$ cat config.mk
export PLATFORM = sky130hd
export DESIGN_NAME = cron_rule_table_matcher_top
export DESIGN_NICKNAME = d
export VERILOG_FILES = /design/src/rtl/crtm_pkg.sv /design/src/rtl/crtm_cell.sv /design/src/rtl/cron_rule_table_matcher_top.sv
export SDC_FILE = /design/constraint.sdc
export NUM_CORES = 1
export LEC_CHECK = 0
export ABC_AREA = 1
export BUFFER_PORTS_ARGS = -buffer_cell sky130_fd_sc_hd__buf_2
export CAP_MARGIN = 20
export CORE_MARGIN = 2
export CORE_UTILIZATION = 45
export CTS_CLUSTER_DIAMETER = 150
export DETAILED_ROUTE_END_ITERATION = 16
export PLACE_DENSITY = 0.71
export SETUP_SLACK_MARGIN = 0.5
export SYNTH_ARGS = -nofsm -noshare
export SYNTH_HDL_FRONTEND = slang
export SYNTH_SLANG_ARGS = --single-unit
$ cat constraint.sdc
create_clock -name clock -period 5.9 [get_ports clock]
set_input_delay 0.295 -clock clock [delete_from_list [all_inputs] [get_ports clock]]
set_output_delay 0.295 -clock clock [all_outputs]
set_load 0.03 [all_outputs]
$ cat src/rtl/crtm_pkg.sv
// Shared types, constants and a helper function for the cron rule table matcher.
package crtm_pkg;

   localparam int MAX_RULES = 16;
   localparam int CNT_W     = $clog2(MAX_RULES + 1);
   localparam int MASK_W    = 16;
   localparam int SLOT_W    = 4;

   localparam int REQ_DATA_W = 56;
   localparam int RSP_DATA_W = 24;

   localparam logic CMD_ADD  = 1'b0;
   localparam logic CMD_TICK = 1'b1;

   typedef logic [1:0] status_type;
   localparam status_type STATUS_OK      = 2'd0;
   localparam status_type STATUS_ILLEGAL = 2'd1;
   localparam status_type STATUS_FULL    = 2'd2;

   // two's complement fields, all ones is the wildcard
   typedef struct packed {
      logic [3:0] week_day;
      logic [4:0] month;
      logic [5:0] month_day;
      logic [5:0] hour;
      logic [6:0] minute;
   } rule_type;

   // month is already counted from one
   typedef struct packed {
      logic [2:0] week_day;
      logic [4:0] month;
      logic [4:0] month_day;
      logic [4:0] hour;
      logic [5:0] minute;
   } now_type;

   typedef struct packed {
      now_type           now;
      logic [CNT_W-1:0]  left;
      logic [MASK_W-1:0] pos;
      logic [MASK_W-1:0] mask;
   } token_type;

   function automatic logic rule_legal(input rule_type r);
      logic ok_min, ok_hour, ok_mday, ok_mon, ok_wday;
      ok_min  = (r.minute == '1) || (!r.minute[6] && r.minute <= 7'd59);
      ok_hour = (r.hour == '1) || (!r.hour[5] && r.hour <= 6'd23);
      ok_mday = (r.month_day == '1) || (!r.month_day[5] && r.month_day != 6'd0);
      ok_mon  = (r.month == '1) ||
                (!r.month[4] && r.month != 5'd0 && r.month <= 5'd12);
      ok_wday = (r.week_day == '1) || (!r.week_day[3] && r.week_day <= 4'd6);
      return ok_min && ok_hour && ok_mday && ok_mon && ok_wday;
   endfunction

endpackage

$ cat src/rtl/crtm_cell.sv
// One rule slot: stores a rule and checks the passing tick token against it.
module crtm_cell (
   input  logic                 clock,
   input  logic                 reset,
   input  logic                 wr_en,
   input  crtm_pkg::rule_type   wr_rule,
   input  logic                 tok_valid,
   input  crtm_pkg::token_type  tok_in,
   output logic                 tok_valid_out,
   output crtm_pkg::token_type  tok_out
);

   crtm_pkg::rule_type  rule_ff;
   logic                valid_ff;
   crtm_pkg::token_type tok_ff, tok_in_next;
   logic                active, hit;
   logic                m_min, m_hour, m_mday, m_mon, m_wday;

   assign active = (tok_in.left != '0);
   assign m_min  = (rule_ff.minute == '1) || (rule_ff.minute == {1'b0, tok_in.now.minute});
   assign m_hour = (rule_ff.hour == '1) || (rule_ff.hour == {1'b0, tok_in.now.hour});
   assign m_mday = (rule_ff.month_day == '1) ||
                   (rule_ff.month_day == {1'b0, tok_in.now.month_day});
   assign m_mon  = (rule_ff.month == '1) || (rule_ff.month == tok_in.now.month);
   assign m_wday = (rule_ff.week_day == '1) ||
                   (rule_ff.week_day == {1'b0, tok_in.now.week_day});
   assign hit    = active && m_min && m_hour && m_mday && m_mon && m_wday;

   always_comb begin
      tok_in_next      = tok_in;
      tok_in_next.left = active ? tok_in.left - crtm_pkg::CNT_W'(1) : tok_in.left;
      tok_in_next.pos  = tok_in.pos << 1;
      tok_in_next.mask = hit ? (tok_in.mask | tok_in.pos) : tok_in.mask;
   end

   always_ff @(posedge clock) begin
      if (reset) begin
         valid_ff <= 1'b0;
      end else begin
         valid_ff <= tok_valid;
      end
   end

   always_ff @(posedge clock) begin
      tok_ff <= tok_in_next;
      if (wr_en) begin
         rule_ff <= wr_rule;
      end
   end

   assign tok_valid_out = valid_ff;
   assign tok_out       = tok_ff;

endmodule

$ cat src/rtl/cron_rule_table_matcher_top.sv
// Top level: request decode, rule count, chain of rule cells and response register.
//
//   channel  direction  handshake              payload
//   req      in         req_tvalid/req_tready  req_tdata (rule, time), req_tuser (command)
//   rsp      out        rsp_tvalid/rsp_tready  rsp_tdata (status, slot, due mask)
//
// An add is held, then loaded into the output register; a tick first passes every cell
// of the chain, one register per cell. One request is in flight at a time; a response
// may wait in the output register while the next request is accepted. Reset clears the
// rule count and all control state; stored rules are unknown until written. A stalled
// response holds the block in its done state until the output register frees up.
module cron_rule_table_matcher_top (
   input  logic                               clock,
   input  logic                               reset,
   input  logic                               req_tvalid,
   output logic                               req_tready,
   // rule_minute, rule_hour, rule_month_day, rule_month, rule_week_day,
   // now_minute, now_hour, now_month_day, now_month_zero, now_week_day
   input  logic [crtm_pkg::REQ_DATA_W-1:0]    req_tdata,
   // command
   input  logic                               req_tuser,
   output logic                               rsp_tvalid,
   input  logic                               rsp_tready,
   // status, slot_index, due_mask
   output logic [crtm_pkg::RSP_DATA_W-1:0]    rsp_tdata
);

   localparam int N = crtm_pkg::MAX_RULES;

   typedef enum logic [2:0] {
      ST_IDLE = 3'b001,
      ST_RUN  = 3'b010,
      ST_DONE = 3'b100
   } state_type;

   state_type state_ff, state_in;
   logic [crtm_pkg::CNT_W-1:0] count_ff, count_in;
   logic                       rsp_valid_ff, rsp_valid_in;
   crtm_pkg::status_type       status_hold_ff, status_hold_in;
   logic [crtm_pkg::SLOT_W-1:0] slot_hold_ff, slot_hold_in;
   logic [crtm_pkg::MASK_W-1:0] mask_hold_ff, mask_hold_in;
   logic [crtm_pkg::RSP_DATA_W-1:0] rsp_data_ff;

   crtm_pkg::rule_type  rule;
   crtm_pkg::now_type   now;
   crtm_pkg::token_type launch;
   crtm_pkg::token_type tok [0:N];
   logic [N:0]          tok_valid;
   logic [N-1:0]        wr_en;

   logic req_ok, add_ok, tick_ok, legal, full, write, load;

   assign rule.minute    = req_tdata[6:0];
   assign rule.hour      = req_tdata[12:7];
   assign rule.month_day = req_tdata[18:13];
   assign rule.month     = req_tdata[23:19];
   assign rule.week_day  = req_tdata[27:24];
   assign now.minute     = req_tdata[33:28];
   assign now.hour       = req_tdata[38:34];
   assign now.month_day  = req_tdata[43:39];
   assign now.month      = {1'b0, req_tdata[47:44]} + 5'd1;
   assign now.week_day   = req_tdata[50:48];

   assign req_tready = (state_ff == ST_IDLE);
   assign req_ok     = req_tvalid && req_tready;
   assign add_ok     = req_ok && (req_tuser == crtm_pkg::CMD_ADD);
   assign tick_ok    = req_ok && (req_tuser == crtm_pkg::CMD_TICK);
   assign legal      = crtm_pkg::rule_legal(rule);
   assign full       = (count_ff == crtm_pkg::CNT_W'(N));
   assign write      = add_ok && legal && !full;
   assign load       = (state_ff == ST_DONE) && (!rsp_valid_ff || rsp_tready);

   always_comb begin
      launch      = '0;
      launch.now  = now;
      launch.left = count_ff;
      launch.pos  = crtm_pkg::MASK_W'(1);
   end

   assign tok[0]       = launch;
   assign tok_valid[0] = tick_ok;

   for (genvar k = 0; k < N; k++) begin : g_cell
      assign wr_en[k] = write && (count_ff == crtm_pkg::CNT_W'(k));
      crtm_cell u_cell (
         .clock         (clock),
         .reset         (reset),
         .wr_en         (wr_en[k]),
         .wr_rule       (rule),
         .tok_valid     (tok_valid[k]),
         .tok_in        (tok[k]),
         .tok_valid_out (tok_valid[k+1]),
         .tok_out       (tok[k+1])
      );
   end

   always_comb begin
      state_in       = state_ff;
      count_in       = write ? count_ff + crtm_pkg::CNT_W'(1) : count_ff;
      status_hold_in = status_hold_ff;
      slot_hold_in   = slot_hold_ff;
      mask_hold_in   = mask_hold_ff;
      rsp_valid_in   = load ? 1'b1 : (rsp_valid_ff && !rsp_tready);
      case (state_ff)
         ST_IDLE: begin
            if (add_ok) begin
               state_in     = ST_DONE;
               mask_hold_in = '0;
               if (!legal) begin
                  status_hold_in = crtm_pkg::STATUS_ILLEGAL;
                  slot_hold_in   = '0;
               end else if (full) begin
                  status_hold_in = crtm_pkg::STATUS_FULL;
                  slot_hold_in   = '0;
               end else begin
                  status_hold_in = crtm_pkg::STATUS_OK;
                  slot_hold_in   = crtm_pkg::SLOT_W'(count_ff);
               end
            end else if (tick_ok) begin
               state_in = ST_RUN;
            end
         end
         ST_RUN: begin
            if (tok_valid[N]) begin
               state_in       = ST_DONE;
               status_hold_in = crtm_pkg::STATUS_OK;
               slot_hold_in   = '0;
               mask_hold_in   = tok[N].mask;
            end
         end
         ST_DONE: begin
            if (load) begin
               state_in = ST_IDLE;
            end
         end
         default: begin
            state_in = ST_IDLE;
         end
      endcase
   end

   always_ff @(posedge clock) begin
      if (reset) begin
         state_ff     <= ST_IDLE;
         count_ff     <= '0;
         rsp_valid_ff <= 1'b0;
      end else begin
         state_ff     <= state_in;
         count_ff     <= count_in;
         rsp_valid_ff <= rsp_valid_in;
      end
   end

   always_ff @(posedge clock) begin
      status_hold_ff <= status_hold_in;
      slot_hold_ff   <= slot_hold_in;
      mask_hold_ff   <= mask_hold_in;
      if (load) begin
         rsp_data_ff <= {2'b00, mask_hold_ff, slot_hold_ff, status_hold_ff};
      end
   end

   assign rsp_tvalid = rsp_valid_ff;
   assign rsp_tdata  = rsp_data_ff;

endmodule

==> flow_summary.json, run 1 <==
{
  "ys_ff_latch": 1088,
  "max-cap-violations": 0,
  "viasPerCell": 4.69,
  "rsz0062_at_grt": "no",
  "finalCritPeriodShare_pct": 42.7,
  "arrival_ps": 2760,
  "r2r_cells": 6,
  "port_buffers": 79,
  "leakage_nw": 16.2,
  "critPathRequiredTime_ps": 6140,
  "rows": 103,
  "grt_max_degree": 29,
  "async_flop_share_pct": 0,
  "antenna_found_initial": 0,
  "cts.sinks": 1088,
  "synth_area_leaders": "edfxtp_1 41%, dfxtp_1 33%, inv_1 4.0%",
  "yosysTopAreaCellShare_pct": 41.2,
  "skew_ps": 30.0,
  "whs_path_depth": 1,
  "numCtsBuffers": 101,
  "chipHeight_um": 286,
  "cp_slowest_cell": "inv_1",
  "clkTransAtPathRegs_ps": 60,
  "htreeDepth": 3,
  "path_cells": "inv_1 > nor3_1 > inv_1 > nand2_1 > nand2_1 > inv_1",
  "cts_resized": 0,
  "layout_common_cells": "596 x dfxtp_1, 492 x edfxtp_1, 380 x inv_1",
  "worst_pin_slew_ps": 1000,
  "worst_path_most_repeated_cell": "inv_1",
  "regArea_um2": 26700,
  "final_common_cell": "dfxtp_1",
  "tns_ps": 0,
  "critical_path_buf_inv_count": 3,
  "wl_per_cell_um": 14.5,
  "tritoncts": "yes",
  "path_max_fanout": 23,
  "final_nets": 3195,
  "cp-start-kind": "flop",
  "path_class": "flop to flop",
  "max_freq_mhz": 397,
  "multiInputGateArea_um2": 7760,
  "grt_pass1_vias": 19900,
  "slew_violations": 0,
  "worst-path-stages": 6,
  "syn_to_final_growth_pct": 15.2,
  "cp_slowest_stage_delay_ps": 720,
  "avgSynthCellArea_um2": 12.4,
  "drive_above_1_share_pct": 8.78,
  "synth_compound_area_share_pct": 4.61,
  "syn_area_um2": 35900,
  "fillCellCount": 6418,
  "hold_violations": 0,
  "synth_flop_cell": "dfxtp_1",
  "hold_class": "input pin to flop",
  "synth_cell_type_count": 43,
  "holdWs_ps": 85.9,
  "pin_count": 87,
  "yosys.area_share.simple_pct": 10.6,
  "die_width_um": 286,
  "worstSkewPairLatency_ps": 650,
  "power_mw": 15.6,
  "floorplan.core_area_um2": 79000,
  "via_count": 20000,
  "yosysSeqAreaShare_pct": 74.4,
  "synth_xor_area_share_pct": 5.57,
  "drt_iter0_drc": 1061,
  "die_area_um2": 82000,
  "synth_top_family_by_area": "simple AND/OR/NAND/NOR gates",
  "floorplan.initialDensity_pct": 45.4,
  "firstDrtPassIters": 5,
  "cts_max_path_buffers": 3,
  "postLayoutCoreUtil_pct": 52.3,
  "grtUsageTotal_pct": 15.0,
  "grt_first_pass_wirelength_um": 97600,
  "cellPowerDensity_nw_per_um2": 379,
  "ant_nets": 0,
  "synthCells": 2890,
  "post_cts_buffers": 0,
  "yosys-mux-area-fraction_pct": 0,
  "synth_warnings": 0,
  "drc": 0,
  "dp_hpwl_um": 42800,
  "crit_family": "buffers and inverters",
  "post-route-min-period_ps": 2520,
  "synthAdderAreaFrac_pct": 0.732,
  "totalWireLength_um": 61500,
  "peakVddDrop_uv": 295,
  "yosys.area.top_type": "edfxtp_1",
  "root_buffer": "clkbuf_16",
  "slew_headroom_pct": 33.2,
  "setup_violations": 0,
  "pre_cts_ws_ps": 3020,
  "gp_congestion": 0.836,
  "cp-end-kind": "flop",
  "synth_enable_flop_cells": 492,
  "outcome": "completed",
  "fin_ws_ps": 3380,
  "grt-ovfl-total": 0
}
power breakdown:
part | switching [mW] | leakage, nW | internal (mW) | total (mW)
sequential | 0.227 | 9.38 | 8.23 | 8.46
combinational | 0.549 | 5.20 | 0.369 | 0.918
clock | 2.60 | 1.62 | 3.67 | 6.27
total | 3.38 | 16.2 | 12.3 | 15.6
registers in the layout, summed over array words and instances (netlist names), 3 cells and up:
register and flops:
count_ff 5, g_cell.u_cell.rule_ff 448, state_ff 3, slot_hold_ff 4, g_cell.u_cell.tok_out 571, mask_hold_ff 16, g_cell.u_cell.tok_valid_out 16, rsp_tdata 22
metal layers:
metal / wire length [um] / global-route usage [%]
met3: 2150 / 2.34
met2: 30000 / 26.3
met5: 0 / 0
met4: 2770 / 8.14
met1: 26500 / 17.8
per-stage QoR:
| stage | cell area (um2) | cells |
|---|---|---|
| after floorplan | 35900 | 2891 |
| after global placement | 37700 | 4031 |
| after detailed placement | 37700 | 4031 |
| after CTS | 41300 | 4250 |
| after global routing | 41300 | 4250 |
| final | 41300 | 4252 |
synth_stat cells (all sizes together), types with 5 or more instances:
library cell / instances
nor3b: 5
nand2: 272
nand3b: 7
dfxtp: 596
ha: 21
nor2: 344
xnor2: 108
o2111ai: 7
edfxtp: 492
inv: 381
xor2: 120
nand4: 80
and3: 6
a32oi: 5
o21ai: 138
a21oi: 80
o22ai: 39
or2: 10
nand3: 113
nor3: 27
final timing paths:
check | start | endpoint | slack, ps
hold reg to reg | g_cell[13].u_cell.tok_out[2] | g_cell[14].u_cell.tok_out[2] | 310
hold / removal | req_tdata[0] | g_cell[15].u_cell.rule_ff[0] | 90
setup / recovery | state_ff[1] | slot_hold_ff[1] | 3380
setup reg to reg | state_ff[1] | slot_hold_ff[1] | 3380
cells by family after synthesis:
logic type               after synthesis
buffers and inverters                387
adder cells (fa/ha/maj)               21
other                                  1
flip-flops                          1088
AND/OR/NAND/NOR                      868
XOR/XNOR                             228
AO/OA/AOI/OAI                        297
layout make-up:
class	instances	share of cell area, %
antenna	2	0.0121
clock buffer	157	7.24
clock inverter	33	0.727
inverter	381	3.47
multi-input combinational	1416	18.8
sequential	1088	64.6
tap	1050	3.18
timing repair buffer	125	1.97
what timing repair did:
| item | in CTS | in global routing |
|---|---|---|
| hold endpoints to repair | 39 | 0 |
| hold buffers | 29 | 0 |
| endpoints found under the setup margin | 0 | 0 |
Note: power is estimated with default switching activity, not from simulation.
==> run 2: changes to the inputs <==
- clock period: 5.9 -> 2.5 ns (I/O delays scaled with it)
==> run 2 against run 1 <==
Global-route usage up 1.0 points. Non-clock buffer count up 76. Worst setup slack got worse by 2900 ps. Die area did not move. Cell area grew 3.2%. Clock skew grew 1.6 ps. Critical path depth shrank 1. Power increased by 140%. Clock-buffer cell count is 9 lower. Sequential power increased by 140%. Routed wire length is 8.0% higher. Highest routed layer is now met5.
==> flow_summary.json, run 2 (synthesis results as in run 1) <==
{
  "drt_iter0_drc": 1217,
  "cp-end-kind": "flop",
  "slew_headroom_pct": 54.1,
  "path_class": "flop to flop",
  "max_freq_mhz": 497,
  "outcome": "completed",
  "finalCritPeriodShare_pct": 80.5,
  "stdcell_count": 4331,
  "critPathRequiredTime_ps": 2880,
  "numCtsBuffers": 103,
  "largest_register_ffs": 571,
  "htreeDepth": 3,
  "rsz0062_at_grt": "yes",
  "arrival_ps": 2400,
  "viasPerCell": 4.78,
  "gp_congestion": 0.877,
  "cts.sinks": 1088,
  "clkTransAtPathRegs_ps": 60,
  "antenna_cells": 0,
  "rr_endpoint": "g_cell[1].u_cell.rule_ff[6]",
  "die_width_um": 286,
  "peakVddDrop_uv": 773,
  "layout_common_cells": "590 x dfxtp_1, 492 x edfxtp_1, 376 x inv_1",
  "setup_violations": 0,
  "cp_slowest_cell": "dfxtp_4",
  "firstDrtPassIters": 5,
  "root_buffer": "clkbuf_16",
  "drive_above_1_share_pct": 10.9,
  "floorplan.initialDensity_pct": 45.4,
  "placed_area_um2": 38300,
  "die_area_um2": 82000,
  "tritoncts": "yes",
  "whs_path_depth": 2,
  "floorplan.core_area_um2": 79000,
  "syn_to_final_growth_pct": 18.9,
  "r2r_cells": 5,
  "grt_max_degree": 29,
  "path_cells": "buf_4 > ha_1 > nand2_1 > nor2_4 > bufbuf_16",
  "reg2reg_setup_slack_ps": 490,
  "slew_violations": 0,
  "via_count": 20700,
  "rows": 103,
  "final_nets": 3273,
  "cp_slowest_stage_delay_ps": 390,
  "chipHeight_um": 286,
  "pin_count": 87,
  "worstHoldEndpoint": "g_cell[0].u_cell.rule_ff[19]",
  "fin_ws_ps": 488,
  "skew_ps": 31.6,
  "cellPowerDensity_nw_per_um2": 890,
  "r2r-start": "count_ff[0]",
  "worst_pin_slew_ps": 686,
  "grtUsageTotal_pct": 16.1,
  "post-route-min-period_ps": 2010,
  "leakage_nw": 16.8,
  "pre_cts_ws_ps": 227,
  "hold_violations": 0,
  "worstSkewPairLatency_ps": 670,
  "ant_nets": 0,
  "grt-ovfl-total": 0,
  "hold_class": "input pin to flop",
  "max-cap-violations": 0,
  "tns_ps": 0,
  "final_common_cell": "dfxtp_1",
  "dp.cells": 4063,
  "grt_pass1_vias": 20700,
  "wl_per_cell_um": 15.3,
  "cts_max_path_buffers": 3,
  "hold_start": "req_tdata[19]",
  "final_area_um2": 42700,
  "totalWireLength_um": 66400,
  "path_max_fanout": 14,
  "dp_hpwl_um": 45600,
  "cp-start-kind": "flop",
  "antenna_found_initial": 2,
  "grt_first_pass_wirelength_um": 104000,
  "fillCellCount": 6328,
  "port_buffers": 79,
  "drc": 0
}
## run 2: changes by cell type in the layout (fill, tap and decap cells not counted), sizes merged
cell,before,now
buf,96,144
dlygate4sd3,29,54
clkinv,23,32
clkbuf,157,150
bufinv,4,9
diode,2,0
bufbuf,0,1
## run 2: critical path, delay by kind of cell, from the launching register on
| family | cells | cell delay [ps] |
|---|---|---|
| adders and majority gates | 1 | 130 |
| buffers and inverters | 2 | 460 |
| DFF | 1 | 390 |
| and+or+nand+nor | 2 | 750 |
## run 2: cell type report
| class | count | area (um2) | area share (%) |
|---|---|---|---|
| flip-flops and latches | 1088 | 26700 | 62.6 |
| multi-input cells | 1416 | 7880 | 18.5 |
| clock buffers | 148 | 2970 | 6.96 |
| repair buffers | 201 | 1760 | 4.12 |
| inverters | 381 | 1450 | 3.40 |
| well taps | 1050 | 1310 | 3.08 |
| clock inverters | 47 | 567 | 1.33 |
## run 2: per-layer routing
metal	GRT usage (%)	wire length, um	part of all wire (%)	vias up
met5	0	9	0.014	-
met4	7.66	2930	4.4	2
met3	3.19	3590	5.4	171
met2	27.5	32100	48	521
met1	19.5	27800	42	9766
li1	-	-	-	10300
## run 2: worst max-delay path by stage
stage | from | end | slack [ps]
detailed placement | req_tdata[19] | g_cell[1].u_cell.rule_ff[16] | 230
CTS | state_ff[1] | g_cell[1].u_cell.rule_ff[17] | 490
finish | count_ff[0] | g_cell[1].u_cell.rule_ff[6] | 490
floorplan | state_ff[1] | g_cell[0].u_cell.rule_ff[0] | 430
global route | count_ff[1] | g_cell[6].u_cell.rule_ff[27] | 420
global placement | req_tdata[19] | g_cell[1].u_cell.rule_ff[16] | 230
## run 2: timing repair
item | in CTS | in global routing
hold buffers | 55 | 0
hold endpoints to repair | 409 | 0
resized for setup | 4 | 10
setup endpoints to repair | 92 | 386
setup buffers | 6 | 8
pin swaps | 1 | 7
gates cloned | 2 | 3
## run 2: per-stage QoR
step | power (mW) | util [%] | hold slack, ps
global route | 39.4 | 54.0 | 40.0
CTS | 38.3 | 53.8 | 27.5
floorplan | 21.8 | - | 153
detailed placement | 22.6 | 48.5 | 253
finish | 38.0 | 54.0 | 63.0
global placement | 22.5 | 48.5 | 253
## run 2: report_power, final
part,total (mW),internal [mW],switching (mW)
Combinational,2.30,0.938,1.36
Sequential,20.0,19.4,0.540
Clock,15.7,9.26,6.42
Total,38.0,29.6,8.33
